--- src/rtl/adm_pkg.sv ---
// Shared types, constants and helpers for the arcade drive mixer.
`default_nettype none
package adm_pkg;

	localparam int GEAR_COUNT_DEF = 4;
	localparam int QUEUE_DEPTH    = 2;
	localparam int CFG_IDX_W      = 3;
	localparam int CFG_DATA_W     = 7;

	// floor(m / 10000) == (m * RECIP) >> RECIP_SHIFT for m < 2**25
	localparam logic [24:0] RECIP       = 25'd27487791;
	localparam int          RECIP_SHIFT = 38;

	localparam logic [6:0] DEADZONE_RST = 7'd5;
	localparam logic [6:0] GEAR0_RST    = 7'd10;
	localparam logic [6:0] GEAR1_RST    = 7'd40;
	localparam logic [6:0] GEAR2_RST    = 7'd70;
	localparam logic [6:0] GEAR3_RST    = 7'd100;

	typedef enum logic [CFG_IDX_W-1:0] {
		REG_DEADZONE = 3'd0,
		REG_GEAR0    = 3'd1,
		REG_GEAR1    = 3'd2,
		REG_GEAR2    = 3'd3,
		REG_GEAR3    = 3'd4
	} cfg_reg_t;

	// classified sample handed from front to back
	typedef struct packed {
		logic signed [8:0] fwd;
		logic [8:0]        turn_mag;
		logic              turn_neg;
		logic [6:0]        lim;
		logic [1:0]        gear;
		logic              reversed;
		logic              mode;
	} cmd_t;

	function automatic logic signed [7:0] dead_zone(logic signed [7:0] a, logic [6:0] dz);
		logic [7:0] mag;
		mag = a[7] ? 8'(-a) : 8'(a);
		return (mag < {1'b0, dz}) ? 8'sd0 : a;
	endfunction

endpackage
`default_nettype wire

--- src/rtl/adm_front.sv ---
// Front end: configuration registers, deadzone, turn select and button state.
`default_nettype none
module adm_front
	import adm_pkg::*;
#(
	parameter int GEAR_COUNT = GEAR_COUNT_DEF
) (
	input  wire logic                  clk,
	input  wire logic                  arst_n,
	input  wire logic                  cfg_valid,
	output logic                       cfg_ready,
	input  wire logic [CFG_IDX_W-1:0]  cfg_index,
	input  wire logic [CFG_DATA_W-1:0] cfg_data,
	input  wire logic                  in_valid,
	output logic                       in_stall,
	input  wire logic signed [7:0]     forward_axis,
	input  wire logic signed [7:0]     left_turn_axis,
	input  wire logic signed [7:0]     right_turn_axis,
	input  wire logic                  gear_up_button,
	input  wire logic                  gear_down_button,
	input  wire logic                  reverse_button,
	input  wire logic                  mode_button,
	input  wire logic                  q_ready,
	output logic                       q_push,
	output cmd_t                       q_item
);

	localparam logic [1:0] GEAR_TOP = 2'(GEAR_COUNT - 1);
	localparam logic [1:0] GEAR_RST = (GEAR_COUNT - 1 < 2) ? 2'(GEAR_COUNT - 1) : 2'd2;

	logic [6:0] deadzone_q;
	logic [6:0] gear_speed_q [4];
	logic [1:0] gear_q;
	logic       reversed_q;
	logic       mode_q;
	logic       prev_up_q;
	logic       prev_dn_q;
	logic       prev_rev_q;
	logic       prev_mode_q;

	logic signed [7:0] fwd_dz;
	logic signed [7:0] lt_dz;
	logic signed [7:0] rt_dz;
	logic signed [8:0] fwd9;
	logic signed [9:0] turn10;
	logic [1:0]        gear_d;
	logic              reversed_d;
	logic              mode_d;
	logic              accept;

	assign cfg_ready = 1'b1;
	assign in_stall  = !q_ready;
	assign accept    = in_valid && q_ready;
	assign q_push    = accept;

	always_comb begin
		fwd_dz = dead_zone(forward_axis, deadzone_q);
		lt_dz  = dead_zone(left_turn_axis, deadzone_q);
		rt_dz  = dead_zone(right_turn_axis, deadzone_q);
		fwd9   = reversed_q ? -9'(fwd_dz) : 9'(fwd_dz);
		turn10 = mode_q ? (10'(lt_dz) + 10'(rt_dz)) : 10'(rt_dz);

		reversed_d = reversed_q ^ (reverse_button && !prev_rev_q);
		mode_d     = mode_q ^ (mode_button && !prev_mode_q);
		priority if (gear_up_button && !prev_up_q && gear_q < GEAR_TOP) begin
			gear_d = gear_q + 2'd1;
		end else if (gear_down_button && !prev_dn_q && gear_q != 2'd0) begin
			gear_d = gear_q - 2'd1;
		end else begin
			gear_d = gear_q;
		end

		q_item.fwd      = fwd9;
		q_item.turn_neg = turn10[9];
		q_item.turn_mag = turn10[9] ? 9'(-turn10) : 9'(turn10);
		q_item.lim      = gear_speed_q[gear_q];
		q_item.gear     = gear_d;
		q_item.reversed = reversed_d;
		q_item.mode     = mode_d;
	end

	always_ff @(posedge clk or negedge arst_n) begin
		if (!arst_n) begin
			deadzone_q      <= DEADZONE_RST;
			gear_speed_q[0] <= GEAR0_RST;
			gear_speed_q[1] <= GEAR1_RST;
			gear_speed_q[2] <= GEAR2_RST;
			gear_speed_q[3] <= GEAR3_RST;
		end else if (cfg_valid) begin
			unique case (cfg_index)
				REG_DEADZONE: deadzone_q      <= cfg_data;
				REG_GEAR0:    gear_speed_q[0] <= cfg_data;
				REG_GEAR1:    gear_speed_q[1] <= cfg_data;
				REG_GEAR2:    gear_speed_q[2] <= cfg_data;
				REG_GEAR3:    gear_speed_q[3] <= cfg_data;
				default: ;
			endcase
		end
	end

	always_ff @(posedge clk or negedge arst_n) begin
		if (!arst_n) begin
			gear_q      <= GEAR_RST;
			reversed_q  <= 1'b0;
			mode_q      <= 1'b0;
			prev_up_q   <= 1'b0;
			prev_dn_q   <= 1'b0;
			prev_rev_q  <= 1'b0;
			prev_mode_q <= 1'b0;
		end else if (accept) begin
			gear_q      <= gear_d;
			reversed_q  <= reversed_d;
			mode_q      <= mode_d;
			prev_up_q   <= gear_up_button;
			prev_dn_q   <= gear_down_button;
			prev_rev_q  <= reverse_button;
			prev_mode_q <= mode_button;
		end
	end

endmodule
`default_nettype wire

--- src/rtl/adm_fifo.sv ---
// Short command queue between front and back.
`default_nettype none
module adm_fifo
	import adm_pkg::*;
#(
	parameter int DEPTH = QUEUE_DEPTH
) (
	input  wire logic clk,
	input  wire logic arst_n,
	input  wire logic push,
	input  wire cmd_t push_item,
	output logic      ready,
	input  wire logic pop,
	output logic      valid,
	output cmd_t      head
);

	localparam int PTR_W = (DEPTH > 1) ? $clog2(DEPTH) : 1;
	localparam int CNT_W = $clog2(DEPTH + 1);
	localparam logic [PTR_W-1:0] PTR_LAST = PTR_W'(DEPTH - 1);
	localparam logic [CNT_W-1:0] CNT_FULL = CNT_W'(DEPTH);

	cmd_t             mem_q [DEPTH];
	logic [PTR_W-1:0] wr_ptr_q;
	logic [PTR_W-1:0] rd_ptr_q;
	logic [CNT_W-1:0] count_q;

	assign ready = count_q != CNT_FULL;
	assign valid = count_q != '0;
	assign head  = mem_q[rd_ptr_q];

	always_ff @(posedge clk) begin
		if (push) begin
			mem_q[wr_ptr_q] <= push_item;
		end
	end

	always_ff @(posedge clk or negedge arst_n) begin
		if (!arst_n) begin
			wr_ptr_q <= '0;
			rd_ptr_q <= '0;
			count_q  <= '0;
		end else begin
			if (push) begin
				wr_ptr_q <= (wr_ptr_q == PTR_LAST) ? '0 : wr_ptr_q + PTR_W'(1);
			end
			if (pop) begin
				rd_ptr_q <= (rd_ptr_q == PTR_LAST) ? '0 : rd_ptr_q + PTR_W'(1);
			end
			unique case ({push, pop})
				2'b10:   count_q <= count_q + CNT_W'(1);
				2'b01:   count_q <= count_q - CNT_W'(1);
				default: count_q <= count_q;
			endcase
		end
	end

endmodule
`default_nettype wire

--- src/rtl/adm_back.sv ---
// Back end: cubic turn curve on a shared multiplier, mix, gear clamp, output register.
`default_nettype none
module adm_back
	import adm_pkg::*;
(
	input  wire logic         clk,
	input  wire logic         arst_n,
	input  wire logic         q_valid,
	input  wire cmd_t         q_item,
	output logic              q_pop,
	output logic              out_valid,
	input  wire logic         out_stall,
	output logic signed [7:0] left_power,
	output logic signed [7:0] right_power,
	output logic              coast,
	output logic [1:0]        gear_now,
	output logic              reversed_now,
	output logic              mode_now
);

	typedef enum logic [1:0] {
		ST_IDLE,
		ST_CUBE,
		ST_DIV,
		ST_FIN
	} state_t;

	state_t state_q;
	cmd_t   work_q;
	logic [49:0] prod_q;
	logic        out_valid_q;
	logic signed [7:0] lp_q;
	logic signed [7:0] rp_q;
	logic        coast_q;
	logic [1:0]  gear_q;
	logic        rev_q;
	logic        mode_q;

	logic [24:0] mul_a;
	logic [24:0] mul_b;
	logic [49:0] mul_p;
	logic        fin_go;
	logic [10:0] quo;
	logic signed [11:0] curve;
	logic signed [12:0] twice_fwd;
	logic signed [12:0] sum_l;
	logic signed [12:0] sum_r;
	logic signed [7:0]  lp_d;
	logic signed [7:0]  rp_d;

	function automatic logic signed [7:0] mix_clamp(logic signed [12:0] s, logic [6:0] lim);
		logic signed [12:0] t;
		logic signed [11:0] h;
		logic signed [11:0] limw;
		t    = s + 13'(s[12]);
		h    = t[12:1];
		limw = $signed({5'b0, lim});
		if (h > limw) begin
			return $signed({1'b0, lim});
		end else if (h < -limw) begin
			return -$signed({1'b0, lim});
		end
		return h[7:0];
	endfunction

	assign fin_go = (state_q == ST_FIN) && (!out_valid_q || !out_stall);
	assign q_pop  = q_valid && ((state_q == ST_IDLE) || fin_go);

	always_comb begin
		unique case (state_q)
			ST_CUBE: begin
				mul_a = prod_q[24:0];
				mul_b = 25'(work_q.turn_mag);
			end
			ST_DIV: begin
				mul_a = prod_q[24:0];
				mul_b = RECIP;
			end
			default: begin
				mul_a = 25'(q_item.turn_mag);
				mul_b = 25'(q_item.turn_mag);
			end
		endcase
		mul_p = mul_a * mul_b;

		quo       = prod_q[RECIP_SHIFT+10:RECIP_SHIFT];
		curve     = work_q.turn_neg ? -$signed({1'b0, quo}) : $signed({1'b0, quo});
		twice_fwd = $signed({{3{work_q.fwd[8]}}, work_q.fwd, 1'b0});
		sum_l     = twice_fwd + 13'(curve);
		sum_r     = twice_fwd - 13'(curve);
		lp_d      = mix_clamp(sum_l, work_q.lim);
		rp_d      = mix_clamp(sum_r, work_q.lim);
	end

	always_ff @(posedge clk or negedge arst_n) begin
		if (!arst_n) begin
			state_q     <= ST_IDLE;
			out_valid_q <= 1'b0;
		end else begin
			if (fin_go) begin
				out_valid_q <= 1'b1;
				lp_q        <= lp_d;
				rp_q        <= rp_d;
				coast_q     <= (lp_d == 8'sd0) && (rp_d == 8'sd0);
				gear_q      <= work_q.gear;
				rev_q       <= work_q.reversed;
				mode_q      <= work_q.mode;
			end else if (!out_stall) begin
				out_valid_q <= 1'b0;
			end
			if (q_pop) begin
				work_q <= q_item;
			end
			if (q_pop || state_q == ST_CUBE || state_q == ST_DIV) begin
				prod_q <= mul_p;
			end
			unique case (state_q)
				ST_IDLE: if (q_pop) state_q <= ST_CUBE;
				ST_CUBE: state_q <= ST_DIV;
				ST_DIV:  state_q <= ST_FIN;
				ST_FIN: begin
					if (fin_go) begin
						state_q <= q_pop ? ST_CUBE : ST_IDLE;
					end
				end
				default: state_q <= ST_IDLE;
			endcase
		end
	end

	assign out_valid    = out_valid_q;
	assign left_power   = lp_q;
	assign right_power  = rp_q;
	assign coast        = coast_q;
	assign gear_now     = gear_q;
	assign reversed_now = rev_q;
	assign mode_now     = mode_q;

	a_pop_has_item: assert property (@(posedge clk) disable iff (!arst_n)
		q_pop |-> q_valid)
		else $error("pop from empty queue");

	a_quotient_fits: assert property (@(posedge clk) disable iff (!arst_n)
		(state_q == ST_FIN) |-> (prod_q[49] == 1'b0))
		else $error("curve quotient overflow");

	a_coast_matches: assert property (@(posedge clk) disable iff (!arst_n)
		out_valid_q |-> (coast_q == ((lp_q == 8'sd0) && (rp_q == 8'sd0))))
		else $error("coast disagrees with powers");

	a_result_follows: assert property (@(posedge clk) disable iff (!arst_n)
		fin_go |=> out_valid_q)
		else $error("finished transaction not presented");

endmodule
`default_nettype wire

--- src/rtl/arcade_drive_mixer.sv ---
// Arcade drive mixer top level: front end, command queue and curve/mix back end.
// Each transaction on the input channel is one joystick sample and yields exactly one
// transaction on the output channel, in order. The front end takes a sample in the cycle
// it arrives whenever the two-entry command queue has room, applies the deadzone,
// selects the turn source and updates gear, reverse and mode from button edges. The back
// end shares one 25x25 multiplier for the square, the cube and the reciprocal divide by
// 10000, then mixes and clamps to the gear speed and registers the result. The back end
// takes a new sample only while idle or as it finishes the one before.
// Configuration writes are always ready; write only while the block is idle.
`default_nettype none
module arcade_drive_mixer
	import adm_pkg::*;
#(
	parameter int GEAR_COUNT = GEAR_COUNT_DEF
) (
	input  wire logic                  clk,
	input  wire logic                  arst_n,
	input  wire logic                  cfg_valid,
	output logic                       cfg_ready,
	input  wire logic [CFG_IDX_W-1:0]  cfg_index,
	input  wire logic [CFG_DATA_W-1:0] cfg_data,
	input  wire logic                  in_valid,
	output logic                       in_stall,
	input  wire logic signed [7:0]     forward_axis,
	input  wire logic signed [7:0]     left_turn_axis,
	input  wire logic signed [7:0]     right_turn_axis,
	input  wire logic                  gear_up_button,
	input  wire logic                  gear_down_button,
	input  wire logic                  reverse_button,
	input  wire logic                  mode_button,
	output logic                       out_valid,
	input  wire logic                  out_stall,
	output logic signed [7:0]          left_power,
	output logic signed [7:0]          right_power,
	output logic                       coast,
	output logic [1:0]                 gear_now,
	output logic                       reversed_now,
	output logic                       mode_now
);

	logic q_ready;
	logic q_push;
	logic q_valid;
	logic q_pop;
	cmd_t push_item;
	cmd_t head_item;

	adm_front #(
		.GEAR_COUNT(GEAR_COUNT)
	) u_front (
		.clk             (clk),
		.arst_n          (arst_n),
		.cfg_valid       (cfg_valid),
		.cfg_ready       (cfg_ready),
		.cfg_index       (cfg_index),
		.cfg_data        (cfg_data),
		.in_valid        (in_valid),
		.in_stall        (in_stall),
		.forward_axis    (forward_axis),
		.left_turn_axis  (left_turn_axis),
		.right_turn_axis (right_turn_axis),
		.gear_up_button  (gear_up_button),
		.gear_down_button(gear_down_button),
		.reverse_button  (reverse_button),
		.mode_button     (mode_button),
		.q_ready         (q_ready),
		.q_push          (q_push),
		.q_item          (push_item)
	);

	adm_fifo #(
		.DEPTH(QUEUE_DEPTH)
	) u_fifo (
		.clk      (clk),
		.arst_n   (arst_n),
		.push     (q_push),
		.push_item(push_item),
		.ready    (q_ready),
		.pop      (q_pop),
		.valid    (q_valid),
		.head     (head_item)
	);

	adm_back u_back (
		.clk         (clk),
		.arst_n      (arst_n),
		.q_valid     (q_valid),
		.q_item      (head_item),
		.q_pop       (q_pop),
		.out_valid   (out_valid),
		.out_stall   (out_stall),
		.left_power  (left_power),
		.right_power (right_power),
		.coast       (coast),
		.gear_now    (gear_now),
		.reversed_now(reversed_now),
		.mode_now    (mode_now)
	);

endmodule
`default_nettype wire
--- config.mk ---
export PLATFORM = sky130hd
export DESIGN_NAME = arcade_drive_mixer
export DESIGN_NICKNAME = d
export VERILOG_FILES = /design/src/rtl/adm_pkg.sv /design/src/rtl/adm_front.sv /design/src/rtl/adm_fifo.sv /design/src/rtl/adm_back.sv /design/src/rtl/arcade_drive_mixer.sv
export SDC_FILE = /design/constraint.sdc
export NUM_CORES = 1
export LEC_CHECK = 0
export ABC_AREA = 1
export BUFFER_PORTS_ARGS = -buffer_cell sky130_fd_sc_hd__buf_2
export CORE_UTILIZATION = 60
export CTS_CLUSTER_SIZE = 25
export DETAILED_ROUTE_END_ITERATION = 16
export PLACE_DENSITY = 0.91
export SKIP_CTS_REPAIR_TIMING = 1
export SLEW_MARGIN = 15
export SYNTH_ARGS = -nofsm -noshare
export SYNTH_HDL_FRONTEND = slang
export SYNTH_SLANG_ARGS = --single-unit
export TNS_END_PERCENT = 1
--- constraint.sdc ---
create_clock -name clk -period 6.75 [get_ports clk]
set_input_delay 1.35 -clock clk [delete_from_list [all_inputs] [get_ports clk]]
set_output_delay 1.35 -clock clk [all_outputs]
set_load 0.02 [all_outputs]
==> flow_results.org <==
** Status
- Outcome :: complete, but fails checks
- Failing checks :: setup timing

** Synth
- sky130_fd_sc_hd__fa_1 takes more of the synthesized area than any other cell.
- Net count after synthesis :: 4,114
- The cell count after synthesis came out at 3,378.
- Part of the Yosys area used for sequential elements :: 0.201
- Counting flops with an async set or reset pin after synthesis yields a share of 0.254.
- Dominant synthesized flop cell :: sky130_fd_sc_hd__edfxtp_1
- Most frequent cells after synthesis :: 892 x sky130_fd_sc_hd__inv_1, 623 x sky130_fd_sc_hd__nand2_1, 374 x sky130_fd_sc_hd__fa_1, 319 x sky130_fd_sc_hd__ha_1, 272 x sky130_fd_sc_hd__nor2_1
- Top area cells in the synthesized netlist :: sky130_fd_sc_hd__fa_1 26%, sky130_fd_sc_hd__edfxtp_1 16%, sky130_fd_sc_hd__ha_1 14%
- The netlist uses 58 different library cells.
- Of the post-synthesis cell area, the dominant cell type holds 0.265.
- Most common cell in the synthesized netlist :: sky130_fd_sc_hd__inv_1
- Summing every instance area after synthesis gives 28,300 sq um.
- Post-synth EDFFs :: 147
- Mean Syn Cell Area :: around 8.4 sq um
- Synthesis inferred 197 register bits.
- Syn. warnings :: 0

** Timing
- The final count of hold timing violations was 0.
- Setup repair after global routing could not meet its margin everywhere.
- Hold is met by 0.435 ns.
- Worst slew margin :: 0.524
- The number of pins exceeding their max-slew limit in the final report came to 0.
- Across the routed clock network, the largest skew measured is 0.0287 ns.
- Setup violations remaining at the end of the flow were counted as 21.
- Counting I/O delays and the setup requirement, the final critical path takes 7.18 ns.
- Fmax :: between 100 and 150 MHz
- For the pin with the worst max-slew slack, the measured transition is 0.708 ns.
- Dividing the final minimum period by the clock period gives 1.06.
- Post-route worst setup slack :: -0.429 ns

** Cells and area
- Nets@finish :: 4,460
- Area growth from synthesis to final layout :: 15.9%
- At the end of the flow the core is filled with cells to 0.704.
- Share of layout cells above drive strength 1 :: 0.168

** Global route
- First-pass GRT wire length :: 130 mm
- Entering global routing, the biggest net connects 52 pins.
- Number of global-route vias before repair :: between 20k and 30k
- Global router's overall resource usage :: 0.354
- For this run the aggregate overflow at the end of global routing stands at 0.
- The initial antenna violation count was 2.

** CTS
- Sink count of the clock tree :: 197
- Max clock buf depth :: 2
- TritonCTS built the clock tree.
- Clock-pin slew of the registers on the worst-case setup and hold paths :: 0.10 ns
- Clock insertion delay at the later pin of the skew report :: 0.48 ns
- Level count of the clock H-tree :: 4
- Number of CTS-inserted buffers :: 17
- In this run the clock root is driven by a sky130_fd_sc_hd__clkbuf_16.

** Min path
- Start point of the worst hold path :: u_back.work_q[3]
- Hold Path Class :: reg -> reg
- For hold timing, the worst endpoint is u_back.gear_now[1].
- Number of instances on the worst hold path :: 0

** Setup path
- Crit path max-delay family :: adder cells
- Data required time of the critical path :: 6.96 ns
- Startpoint of the worst-slack reg-to-reg timing path :: u_fifo.rd_ptr_q
- The slowest stage of the critical path is the sky130_fd_sc_hd__fa_1 cell.
- At the worst endpoint, the arrival time is between 7 and 8 ns.
- STA classifies the critical path startpoint as a register.
- The worst register-to-register path has a setup slack of -0.43 ns.
- Max incr delay on CP :: approximately 0.55 ns
- The endpoint identified for the worst register-to-register timing path is u_back.prod_q[41].
- Largest fanout of any net on the critical path :: 7
- The critical path contains buffers and inverters numbering 9 combined.
- STA classifies the critical path endpoint as a register.
- The worst setup path is of the reg -> reg kind.
- Worst r2r path cells :: 28

** Job
- Number of maximum-capacitance violations :: 0

** Route
- For this run, design rule violations remaining after detail routing come to 0.
- Post-detailed-route wirelength per cell :: 19.9 um
- Vias after detailed routing :: 25.0k
- Post-DRT Antenna Nets :: 0
- The first TritonRoute pass finished after 6 iterations.
- Initial DRC count :: between 3k and 4k
- Number of vias per cell after detailed routing :: 5.75
- Detailed-route wire length :: 86.5 mm

** Floorplanning
- During I/O placement, the number of pins put on the boundary was 67.
- DIE WIDTH :: 219 um
- The initial utilization of the core area, before any placement, comes to 0.607.
- The die covers 48,000 sq um.
- The core region is 46,600 sq um.
- From bottom edge to top edge, the die measures 219 um.
- Num rows :: 79

** Placed design
- Buffers placed on the I/O ports in this run total 65.
- After legalization and detailed placement, the total HPWL measured 67.9 mm.
- Routability congestion estimate :: 1.03
## cell usage in the layout (no fill, tap or decap), types with 13 or more instances in the layout
cell type / n
sky130_fd_sc_hd__inv_1: 873
sky130_fd_sc_hd__a21oi_2: 20
sky130_fd_sc_hd__nor2_1: 257
sky130_fd_sc_hd__a21oi_1: 87
sky130_fd_sc_hd__nor2_2: 20
sky130_fd_sc_hd__nand2_2: 22
sky130_fd_sc_hd__o21ai_1: 15
sky130_fd_sc_hd__mux2_2: 29
sky130_fd_sc_hd__xnor2_1: 20
sky130_fd_sc_hd__edfxtp_1: 147
sky130_fd_sc_hd__clkbuf_16: 18
sky130_fd_sc_hd__ha_4: 14
sky130_fd_sc_hd__o21ai_0: 120
sky130_fd_sc_hd__xor2_1: 68
sky130_fd_sc_hd__fa_1: 370
sky130_fd_sc_hd__ha_1: 302
sky130_fd_sc_hd__nand4_1: 18
sky130_fd_sc_hd__nand3_1: 84
sky130_fd_sc_hd__buf_2: 65
sky130_fd_sc_hd__nor3_1: 22
sky130_fd_sc_hd__dfstp_2: 13
sky130_fd_sc_hd__buf_4: 293
sky130_fd_sc_hd__nand2_1: 606
sky130_fd_sc_hd__inv_2: 29
sky130_fd_sc_hd__dfrtp_1: 36
## final cells by class
class	instances	area [sq um]
diodes	1	2.50
clock buffers	17	425
clock inverters	15	204
fillers	3180	13800
inverters	905	3400
multi-input cells	2230	19500
flip-flops and latches	197	5680
well taps	607	759
repair buffers	373	2780
## kinds of logic (layout without fill, tap and decap cells)
kind of cell,Yosys count,count (layout),share of synthesized area
other,1,2,0.000133
buffers and inverters,951,1310,0.129
muxes,30,30,0.0119
and+or+nand+nor,1081,1081,0.158
adders and majority gates,693,693,0.406
DFF,197,197,0.201
xor gates and xnor gates,90,90,0.0279
AOI/OAI and AO/OA,335,335,0.0666
## metrics by stage
step | setup WS, ns | setup TNS (ns) | std cells | area, sq um
6_report | -0.429 | -4.92 | 4345 | 32800
5_1_grt | -0.667 | -8.62 | 4345 | 32800
2_1_floorplan | -0.0379 | -0.0733 | 3378 | 28300
3_3_place_gp | -0.368 | -2.72 | 4303 | 31500
4_1_cts | -0.584 | -6.92 | 4335 | 32100
3_5_place_dp | -0.497 | -5.38 | 4303 | 31500
## routing by layer
layer | wire, um | global-route usage | vias up
met5 | 0 | 0 | -
met4 | 5480 | 0.172 | 0
met3 | 9880 | 0.0715 | 446
met2 | 39100 | 0.568 | 1752
met1 | 32100 | 0.457 | 11780
li1 | - | - | 11021
## flip-flops by register name, indices dropped and copies added (netlist names), 2 cells and up
signal,cells
u_fifo.mem_q,60
u_back.prod_q,36
u_front.gear_speed_q,28
u_back.work_q,21
u_back.twice_fwd,9
u_back.left_power,8
u_back.right_power,8
u_front.deadzone_q,7
u_back.gear_now,2
u_back.state_q,2
u_fifo.count_q,2
u_front.gear_q,2
## worst max-delay path by stage
stage / start / to / slack [ns] / depth (start not counted)
after detailed placement: u_back.state_q[1] / u_back.prod_q[41] / -0.50 / 26
after global placement: u_back.state_q[1] / u_back.prod_q[41] / -0.37 / 26
after floorplan: u_back.state_q[1] / u_back.prod_q[48] / -0.04 / 28
after global routing: u_fifo.rd_ptr_q / u_back.prod_q[41] / -0.67 / 29
after CTS: u_fifo.rd_ptr_q / u_back.prod_q[42] / -0.58 / 28
final: u_fifo.rd_ptr_q / u_back.prod_q[41] / -0.43 / 28
Power is left out: the tool's default activity adds up to more than one toggle a clock period on the data nets, which glitch-free logic cannot reach.
